<file path="config.mk">
export PLATFORM = sky130hd
export DESIGN_NAME = fptm_walker_flat
export DESIGN_NICKNAME = d
export VERILOG_FILES = /design/src/rtl/fptm_pkg.sv /design/src/rtl/fptm_if.sv /design/src/rtl/fptm_walker.sv /design/src/flat_wrapper.sv
export SDC_FILE = /design/constraint.sdc
export NUM_CORES = 1
export LEC_CHECK = 0
export BUFFER_PORTS_ARGS = -buffer_cell sky130_fd_sc_hd__buf_2
export CAP_MARGIN = 20
export CORE_ASPECT_RATIO = 1.1
export CORE_MARGIN = 2
export CORE_UTILIZATION = 35
export DETAILED_ROUTE_END_ITERATION = 7
export GPL_ROUTABILITY_DRIVEN = 0
export SETUP_SLACK_MARGIN = 0.2
export SLEW_MARGIN = 20
export SYNTH_ARGS = -nofsm -noshare
export SYNTH_HDL_FRONTEND = slang
export SYNTH_SLANG_ARGS = --single-unit
</file>
<file path="constraint.sdc">
create_clock -name clk_i -period 7.36 [get_ports clk_i]
set_input_delay 0.368 -clock clk_i [delete_from_list [all_inputs] [get_ports clk_i]]
set_output_delay 0.368 -clock clk_i [all_outputs]
set_load 0.05 [all_outputs]
</file>
<file path="src/rtl/fptm_pkg.sv">
package fptm_pkg;

  localparam int unsigned VA_W              = 48;
  localparam int unsigned PA_W              = 52;
  localparam int unsigned ENTRY_W           = 64;
  localparam int unsigned PAGE_SHIFT        = 12;
  localparam int unsigned PFN_W             = PA_W - PAGE_SHIFT;
  localparam int unsigned IDX_W             = 9;
  localparam int unsigned ENTRIES_PER_TABLE = 512;

  // present | writable | user for a freshly linked table
  localparam logic [2:0] PTR_FLAGS = 3'b111;
  localparam logic [1:0] LVL_LEAF  = 2'd3;

  typedef enum logic [1:0] {
    REQ_MAP       = 2'd0,
    REQ_UNMAP     = 2'd1,
    REQ_TRANSLATE = 2'd2,
    REQ_NOP       = 2'd3
  } req_type_e;

  typedef enum logic [1:0] {
    STS_OK         = 2'd0,
    STS_NOT_MAPPED = 2'd1,
    STS_EXHAUSTED  = 2'd2
  } status_e;

  typedef enum logic [1:0] {
    WS_CLEAR,
    WS_IDLE,
    WS_WALK
  } walk_state_e;

  // Nine-bit table index for one level: root, pointer, directory, leaf.
  function automatic logic [IDX_W-1:0] va_index(input logic [VA_W-1:0] va,
                                                input logic [1:0] lvl);
    logic [IDX_W-1:0] idx;
    case (lvl)
      2'd0:    idx = va[47:39];
      2'd1:    idx = va[38:30];
      2'd2:    idx = va[29:21];
      default: idx = va[20:12];
    endcase
    return idx;
  endfunction

endpackage

</file>
<file path="src/rtl/fptm_if.sv">
interface fptm_req_if;
  logic                        valid;
  logic                        ready;
  logic [1:0]                  req_type;
  logic [fptm_pkg::VA_W-1:0]    virt_addr;
  logic [fptm_pkg::PA_W-1:0]    phys_addr;
  logic [fptm_pkg::ENTRY_W-1:0] pte_flags;

  modport source(output valid, req_type, virt_addr, phys_addr, pte_flags, input ready);
  modport sink(input valid, req_type, virt_addr, phys_addr, pte_flags, output ready);
endinterface

interface fptm_rsp_if;
  logic                     valid;
  logic                     ready;
  logic [1:0]               status;
  logic [fptm_pkg::PA_W-1:0] phys_result;

  modport source(output valid, status, phys_result, input ready);
  modport sink(input valid, status, phys_result, output ready);
endinterface


</file>
<file path="src/rtl/fptm_walker.sv">
module fptm_walker #(
  parameter int unsigned TABLE_FRAMES = 16,
  parameter int unsigned FW           = 4,
  parameter int unsigned AW           = 13
) (
  input  logic                         clk_i,
  input  logic                         rst_ni,
  fptm_req_if.sink                     req_i,
  fptm_rsp_if.source                   rsp_o,
  input  logic [fptm_pkg::PA_W-1:0]    table_base_i,
  output logic                         mem_we_o,
  output logic [AW-1:0]                mem_waddr_o,
  output logic [fptm_pkg::ENTRY_W-1:0] mem_wdata_o,
  output logic                         mem_re_o,
  output logic [AW-1:0]                mem_raddr_o,
  input  logic [fptm_pkg::ENTRY_W-1:0] mem_rdata_i
);

  localparam int unsigned NW    = $clog2(TABLE_FRAMES + 1);
  localparam int unsigned DEPTH = TABLE_FRAMES * fptm_pkg::ENTRIES_PER_TABLE;
  localparam logic [AW-1:0] LAST_ADDR = AW'(DEPTH - 1);

  fptm_pkg::walk_state_e state_q, state_d;

  logic [1:0]                   lvl_q;
  logic [AW-1:0]                clr_q;
  logic [NW-1:0]                nff_q;
  logic [AW-1:0]                slot_q;
  logic [1:0]                   type_q;
  logic [fptm_pkg::VA_W-1:0]    va_q;
  logic [fptm_pkg::PA_W-1:0]    pa_q;
  logic [fptm_pkg::ENTRY_W-1:0] flags_q;
  logic                         rsp_valid_q;
  logic [1:0]                   rsp_status_q;
  logic [fptm_pkg::PA_W-1:0]    rsp_result_q;

  logic                         accept;
  logic                         out_free;
  logic                         present;
  logic [fptm_pkg::PFN_W-1:0]   diff;
  logic                         in_range;
  logic                         want_finish;
  logic                         done;
  logic                         alloc;
  logic                         advance;
  logic                         leaf_we;
  logic [fptm_pkg::ENTRY_W-1:0] leaf_wdata;
  logic [FW-1:0]                next_frame;
  logic [1:0]                   fin_status;
  logic [fptm_pkg::PA_W-1:0]    fin_result;
  logic [fptm_pkg::PFN_W-1:0]   alloc_pfn;

  assign accept   = req_i.valid && req_i.ready;
  assign out_free = !rsp_valid_q || rsp_o.ready;
  assign present  = mem_rdata_i[0];
  assign diff     = mem_rdata_i[fptm_pkg::PA_W-1:fptm_pkg::PAGE_SHIFT]
                  - table_base_i[fptm_pkg::PA_W-1:fptm_pkg::PAGE_SHIFT];
  assign in_range = diff < fptm_pkg::PFN_W'(TABLE_FRAMES);
  assign alloc_pfn = table_base_i[fptm_pkg::PA_W-1:fptm_pkg::PAGE_SHIFT]
                   + fptm_pkg::PFN_W'(nff_q);

  // Evaluate the entry read last cycle and decide the step.
  always_comb begin
    want_finish = 1'b0;
    alloc       = 1'b0;
    advance     = 1'b0;
    leaf_we     = 1'b0;
    leaf_wdata  = '0;
    next_frame  = '0;
    fin_status  = fptm_pkg::STS_OK;
    fin_result  = '0;
    if (state_q == fptm_pkg::WS_WALK) begin
      if (type_q == fptm_pkg::REQ_NOP) begin
        want_finish = 1'b1;
      end else if (lvl_q != fptm_pkg::LVL_LEAF) begin
        if (present) begin
          if (in_range) begin
            advance    = 1'b1;
            next_frame = diff[FW-1:0];
          end else begin
            want_finish = 1'b1;
            fin_status  = fptm_pkg::STS_NOT_MAPPED;
          end
        end else if (type_q != fptm_pkg::REQ_MAP) begin
          want_finish = 1'b1;
          fin_status  = fptm_pkg::STS_NOT_MAPPED;
        end else if (nff_q >= NW'(TABLE_FRAMES)) begin
          want_finish = 1'b1;
          fin_status  = fptm_pkg::STS_EXHAUSTED;
        end else begin
          alloc      = 1'b1;
          advance    = 1'b1;
          next_frame = nff_q[FW-1:0];
        end
      end else begin
        want_finish = 1'b1;
        case (type_q)
          fptm_pkg::REQ_MAP: begin
            leaf_we    = 1'b1;
            leaf_wdata = {12'b0, pa_q[fptm_pkg::PA_W-1:fptm_pkg::PAGE_SHIFT],
                          12'b0} | flags_q | 64'd1;
          end
          fptm_pkg::REQ_UNMAP: begin
            if (present) begin
              leaf_we = 1'b1;
            end else begin
              fin_status = fptm_pkg::STS_NOT_MAPPED;
            end
          end
          fptm_pkg::REQ_TRANSLATE: begin
            if (present) begin
              fin_result = {mem_rdata_i[fptm_pkg::PA_W-1:fptm_pkg::PAGE_SHIFT],
                            va_q[fptm_pkg::PAGE_SHIFT-1:0]};
            end else begin
              fin_status = fptm_pkg::STS_NOT_MAPPED;
            end
          end
          default: begin
            fin_status = fptm_pkg::STS_OK;
          end
        endcase
      end
    end
  end

  assign done = want_finish && out_free;

  // Memory port drive: clear sweep, root read on accept, walk steps.
  always_comb begin
    mem_we_o    = 1'b0;
    mem_waddr_o = slot_q;
    mem_wdata_o = '0;
    mem_re_o    = 1'b0;
    mem_raddr_o = {next_frame, fptm_pkg::va_index(va_q, lvl_q + 2'd1)};
    req_i.ready = 1'b0;
    case (state_q)
      fptm_pkg::WS_CLEAR: begin
        mem_we_o    = 1'b1;
        mem_waddr_o = clr_q;
      end
      fptm_pkg::WS_IDLE: begin
        req_i.ready = 1'b1;
        mem_re_o    = req_i.valid;
        mem_raddr_o = {{FW{1'b0}}, fptm_pkg::va_index(req_i.virt_addr, 2'd0)};
      end
      fptm_pkg::WS_WALK: begin
        mem_re_o = advance;
        if (alloc) begin
          mem_we_o    = 1'b1;
          mem_wdata_o = {12'b0, alloc_pfn, 9'b0, fptm_pkg::PTR_FLAGS};
        end else if (leaf_we && out_free) begin
          mem_we_o    = 1'b1;
          mem_wdata_o = leaf_wdata;
        end
      end
      default: begin
        req_i.ready = 1'b0;
      end
    endcase
  end

  always_comb begin
    state_d = state_q;
    case (state_q)
      fptm_pkg::WS_CLEAR: begin
        if (clr_q == LAST_ADDR) begin
          state_d = fptm_pkg::WS_IDLE;
        end
      end
      fptm_pkg::WS_IDLE: begin
        if (accept) begin
          state_d = fptm_pkg::WS_WALK;
        end
      end
      fptm_pkg::WS_WALK: begin
        if (done) begin
          state_d = fptm_pkg::WS_IDLE;
        end
      end
      default: begin
        state_d = fptm_pkg::WS_CLEAR;
      end
    endcase
  end

  always_ff @(posedge clk_i or negedge rst_ni) begin
    if (!rst_ni) begin
      state_q     <= fptm_pkg::WS_CLEAR;
      clr_q       <= '0;
      nff_q       <= NW'(1);
      lvl_q       <= '0;
      rsp_valid_q <= 1'b0;
    end else begin
      state_q <= state_d;
      if (state_q == fptm_pkg::WS_CLEAR) begin
        clr_q <= clr_q + AW'(1);
      end
      if (alloc) begin
        nff_q <= nff_q + NW'(1);
      end
      if (accept) begin
        lvl_q <= '0;
      end else if (advance) begin
        lvl_q <= lvl_q + 2'd1;
      end
      if (done) begin
        rsp_valid_q <= 1'b1;
      end else if (rsp_o.ready) begin
        rsp_valid_q <= 1'b0;
      end
    end
  end

  always_ff @(posedge clk_i) begin
    if (mem_re_o) begin
      slot_q <= mem_raddr_o;
    end
    if (accept) begin
      type_q  <= req_i.req_type;
      va_q    <= req_i.virt_addr;
      pa_q    <= req_i.phys_addr;
      flags_q <= req_i.pte_flags;
    end
    if (done) begin
      rsp_status_q <= fin_status;
      rsp_result_q <= fin_result;
    end
  end

  assign rsp_o.valid       = rsp_valid_q;
  assign rsp_o.status      = rsp_status_q;
  assign rsp_o.phys_result = rsp_result_q;

  a_nff_bound: assert property (@(posedge clk_i) disable iff (!rst_ni)
    nff_q <= NW'(TABLE_FRAMES))
    else $error("free-frame counter beyond table frames");

  a_nff_step: assert property (@(posedge clk_i) disable iff (!rst_ni)
    (nff_q != $past(nff_q)) |-> (nff_q == $past(nff_q) + NW'(1)))
    else $error("free-frame counter moved by more than one");

  a_idle_no_write: assert property (@(posedge clk_i) disable iff (!rst_ni)
    (state_q == fptm_pkg::WS_IDLE) |-> !mem_we_o)
    else $error("table store written while idle");

  a_accept_walk: assert property (@(posedge clk_i) disable iff (!rst_ni)
    accept |=> (state_q == fptm_pkg::WS_WALK && lvl_q == 2'd0))
    else $error("walk did not start at the root after accept");

endmodule

</file>
<file path="src/flat_wrapper.sv">
// flat-port wrapper written by rule: the top's interface ports become plain ports
module fptm_walker_flat 
#(
  parameter int unsigned TABLE_FRAMES = 16,
  parameter int unsigned FW           = 4,
  parameter int unsigned AW           = 13
)
  (clk_i, rst_ni, table_base_i, mem_we_o, mem_waddr_o, mem_wdata_o, mem_re_o, mem_raddr_o, mem_rdata_i, req_i_valid, req_i_req_type, req_i_virt_addr, req_i_phys_addr, req_i_pte_flags, req_i_ready, rsp_o_valid, rsp_o_status, rsp_o_phys_result, rsp_o_ready);
  fptm_req_if req_i_i ();
  fptm_rsp_if rsp_o_i ();
  input  logic clk_i;
  input  logic rst_ni;
  input  logic [fptm_pkg::PA_W-1:0] table_base_i;
  output logic mem_we_o;
  output logic [AW-1:0] mem_waddr_o;
  output logic [fptm_pkg::ENTRY_W-1:0] mem_wdata_o;
  output logic mem_re_o;
  output logic [AW-1:0] mem_raddr_o;
  input  logic [fptm_pkg::ENTRY_W-1:0] mem_rdata_i;
  input wire logic [$bits(req_i_i.valid)-1:0] req_i_valid;
  input wire logic [$bits(req_i_i.req_type)-1:0] req_i_req_type;
  input wire logic [$bits(req_i_i.virt_addr)-1:0] req_i_virt_addr;
  input wire logic [$bits(req_i_i.phys_addr)-1:0] req_i_phys_addr;
  input wire logic [$bits(req_i_i.pte_flags)-1:0] req_i_pte_flags;
  output wire logic [$bits(req_i_i.ready)-1:0] req_i_ready;
  output wire logic [$bits(rsp_o_i.valid)-1:0] rsp_o_valid;
  output wire logic [$bits(rsp_o_i.status)-1:0] rsp_o_status;
  output wire logic [$bits(rsp_o_i.phys_result)-1:0] rsp_o_phys_result;
  input wire logic [$bits(rsp_o_i.ready)-1:0] rsp_o_ready;
  assign req_i_i.valid = req_i_valid;
  assign req_i_i.req_type = req_i_req_type;
  assign req_i_i.virt_addr = req_i_virt_addr;
  assign req_i_i.phys_addr = req_i_phys_addr;
  assign req_i_i.pte_flags = req_i_pte_flags;
  assign req_i_ready = req_i_i.ready;
  assign rsp_o_valid = rsp_o_i.valid;
  assign rsp_o_status = rsp_o_i.status;
  assign rsp_o_phys_result = rsp_o_i.phys_result;
  assign rsp_o_i.ready = rsp_o_ready;
  fptm_walker #(.TABLE_FRAMES(TABLE_FRAMES), .FW(FW), .AW(AW)) u_core (.clk_i(clk_i), .rst_ni(rst_ni), .req_i(req_i_i), .rsp_o(rsp_o_i), .table_base_i(table_base_i), .mem_we_o(mem_we_o), .mem_waddr_o(mem_waddr_o), .mem_wdata_o(mem_wdata_o), .mem_re_o(mem_re_o), .mem_raddr_o(mem_raddr_o), .mem_rdata_i(mem_rdata_i));
endmodule
</file>
==> flow_metrics.tcl <==
set metrics [dict create \
    drc 0 \
    seq_area_frac_synth 0.558 \
    synth.ff_latch_count 243 \
    cp_top_family "compound AO/OA/AOI/OAI gates" \
    clockBufferDepth 3 \
    fmax_ghz 0.189 \
    fp.dieArea_um2 38400 \
    clock_latency_ns 0.56 \
    io_pins 434 \
    fin_crit_ns 5.30 \
    grt_usage 0.195 \
    grt_start_max_net_pins 84 \
    finalNonFillerCells 2189 \
    p_per_area_nw_per_um2 284 \
    initial_core_util 0.355 \
    grt_setup_unrepaired "false" \
    async_flop_share 0.0947 \
    finalSetupTns_ns 0 \
    crit_path_end_kind "output port" \
    die_h_um 205 \
    h-tree-depth 1 \
    hp-class "in -> reg" \
    crit_path_max_incr_delay_ns 0.41 \
    p_leak_uw 0.00754 \
    fin_total_pwr_uw 5030 \
    cts_tree "built" \
    syn_inst 1146 \
    crit_path_cell_trace "buf_2 > inv_1 > ha_1 > fa_1 > nand2b_2 > a211oi_4 > o211ai_2 > a311oi_4 > a21oi_1 > o311a_1 > nor3_1 > nor4bb_1 > nand4_1 > a21oi_2 > o21a_1 > buf_4 > buf_2" \
    placed_cells 1978 \
    netlist_area_um2 12900 \
    crit_top_cell "buf_2" \
    wirelength_um 38900 \
    dp_hpwl_um 27800 \
    die_x_um 187 \
    cts_setup_buffers 0 \
    cpMaxStageDelayCell "fa_1" \
    avgSynthCellArea_um2 11.2 \
    fin_area_um2 17700 \
    grt_first_pass_wirelength_um 59000 \
    tightest_slew_ns 0.960 \
    cp.required_ns 6.99 \
    cts_inserted_buffers 27 \
    min_period_over_period 0.720 \
    setup_viol 0 \
    path_max_fanout 14 \
    synth.net_count 1493 \
    first_pass_iters 5 \
    cts.clk_slew.worst_paths_ns 0.06 \
    rows 73 \
    crit_buf_inv 4 \
    nFillCells 3328 \
    grt_pass1_vias 11100 \
    final_antenna_net_count 0 \
    synth_edf_count 220 \
    wl_per_cell_um 17.7 \
    ir_drop_mv 0.214 \
    arrival_ns 4.93 \
    slew_violations 0 \
    synth_cell_type_count 76 \
    placed_area_um2 15300 \
    overflow 0 \
    slew_headroom 0.360 \
    clockRootBuffer "clkbuf_16" \
    fin_nets 2021 \
    crit_type "in -> out" \
    maxCapViolations 0 \
    area_growth_pct 37.7 \
    finClkSkew_ns 0.0275 \
    vias_per_cell 4.92 \
    core-area_um2 36300 \
    cts.sinks 243 \
    vias 10800 \
    hold_viol 0 \
    drive_gt1_frac 0.273 \
    status "completed" \
    antenna_found_initial 8 \
    dr.first_iter.drc_count 619 \
    synth_flop_cell "edfxtp_1" \
    io_buffer_count 385 \
    start_kind "input pin" \
    yosys_warnings 0 \
]
==> through the flow <==
| step | setup WS [ns] | util | hold slack (ns) |
|---|---|---|---|
| 6_report | 2.06 | 0.489 | 0.101 |
| 3_3_place_gp | 2.04 | 0.422 | 0.380 |
| 3_5_place_dp | 1.95 | 0.422 | 0.381 |
| 2_1_floorplan | 1.74 | - | 0.0724 |
| 4_1_cts | 2.02 | 0.489 | 0.0764 |
| 5_1_grt | 1.77 | 0.489 | 0.0921 |
==> power by group <==
part / switching [uW] / internal, uW
Sequential: 97.9 / 1860
Combinational: 1230 / 507
Clock: 557 / 780
==> cells in the final DEF (no fill, tap or decap), types with 26 or more instances in the layout <==
cell and n:
buf_2 385, edfxtp_1 220, dlygate4sd3_1 154, o21ai_0 123, nand2_1 95, and2_1 77
inv_1 68, a21oi_1 61, ha_1 59, xnor2_1 54, nor2_1 42, clkbuf_16 27
nor3_1 26
==> cell usage after synthesis (12+ instances only) <==
cell      count  area share
mux2_2       16       0.014
a21o_1       14      0.0082
clkbuf_1     40       0.012
edfxtp_1    220        0.51
nand4_1      24       0.012
nor3_1       26       0.010
nor2_1       42       0.012
dfrtp_1      22       0.043
and2_1       77       0.037
ha_1         59       0.057
inv_1        69       0.020
nor4_1       12      0.0058
xor2_1       16       0.011
xnor2_1      54       0.037
o21ai_0     123       0.048
nand3_1      25      0.0097
nand2_1      96       0.028
a21oi_1      61       0.024
==> what timing repair did <==
item,in CTS,in global routing
endpoints found under the hold margin,175,0
resized for setup,0,0
hold buffers,154,0
==> state kept, by name, summed over array words and instances (netlist names) <==
name / flops
u_core.flags_q: 63
u_core.rsp_o.phys_result: 52
u_core.lvl_q: 2
u_core.va_q: 48
u_core.nff_q: 5
u_core.state_q: 2
u_core.rsp_o.valid: 1
u_core.type_q: 2
u_core.clr_q: 13
u_core.slot_q: 13
u_core.rsp_o.status: 2
u_core.pa_q: 40
==> cell families after synthesis <==
logic type,count (synthesis),synth area share
AND/OR/NAND/NOR,349,0.141
adder cells (fa/ha/maj),61,0.0604
flip-flops,243,0.558
XOR/XNOR,70,0.0476
buffers and inverters,113,0.0330
multiplexers,23,0.0195
AO/OA/AOI/OAI,287,0.141
==> cell type report <==
| cell class | instances | area [um^2] | share of cell area |
|---|---|---|---|
| Sequential cell | 243 | 7180 | 0.405 |
| Multi-Input combinational cell | 790 | 5300 | 0.299 |
| Timing Repair Buffer | 542 | 3490 | 0.197 |
| Clock buffer | 31 | 691 | 0.0389 |
| Tap cell | 487 | 609 | 0.0344 |
| Inverter | 70 | 268 | 0.0151 |
| Clock inverter | 18 | 181 | 0.0102 |
| Antenna cell | 8 | 20.0 | 0.00113 |
==> worst paths after layout <==
path / from / to / slack (ns) / cells past startpoint
setup / recovery: mem_rdata_i[12] / mem_re_o / 2.06 / 17
hold / removal: mem_rdata_i[22] / u_core.rsp_o.phys_result[22]$_SDFFCE_PP0P_ / 0.10 / 2
setup reg to reg: u_core.state_q[1]$_DFFE_PN0P_ / u_core.flags_q[32]$_DFFE_PP_ / 3.82 / 5
hold reg to reg: u_core.clr_q[5]$_DFFE_PN0P_ / u_core.clr_q[5]$_DFFE_PN0P_ / 0.49 / 1
max in group asynchronous: rst_ni / u_core.rsp_o.valid$_DFFE_PN0P_ / 6.65 / 2
min in group asynchronous: rst_ni / u_core.clr_q[4]$_DFFE_PN0P_ / 0.34 / 2
==> layer usage <==
metal	global-route usage	share of wire
met2	0.362	0.52
met3	0.0345	0.051
met1	0.225	0.40
met4	0.0711	0.030
met5	0	0
No activity file was read; power rests on OpenSTA's default activity.
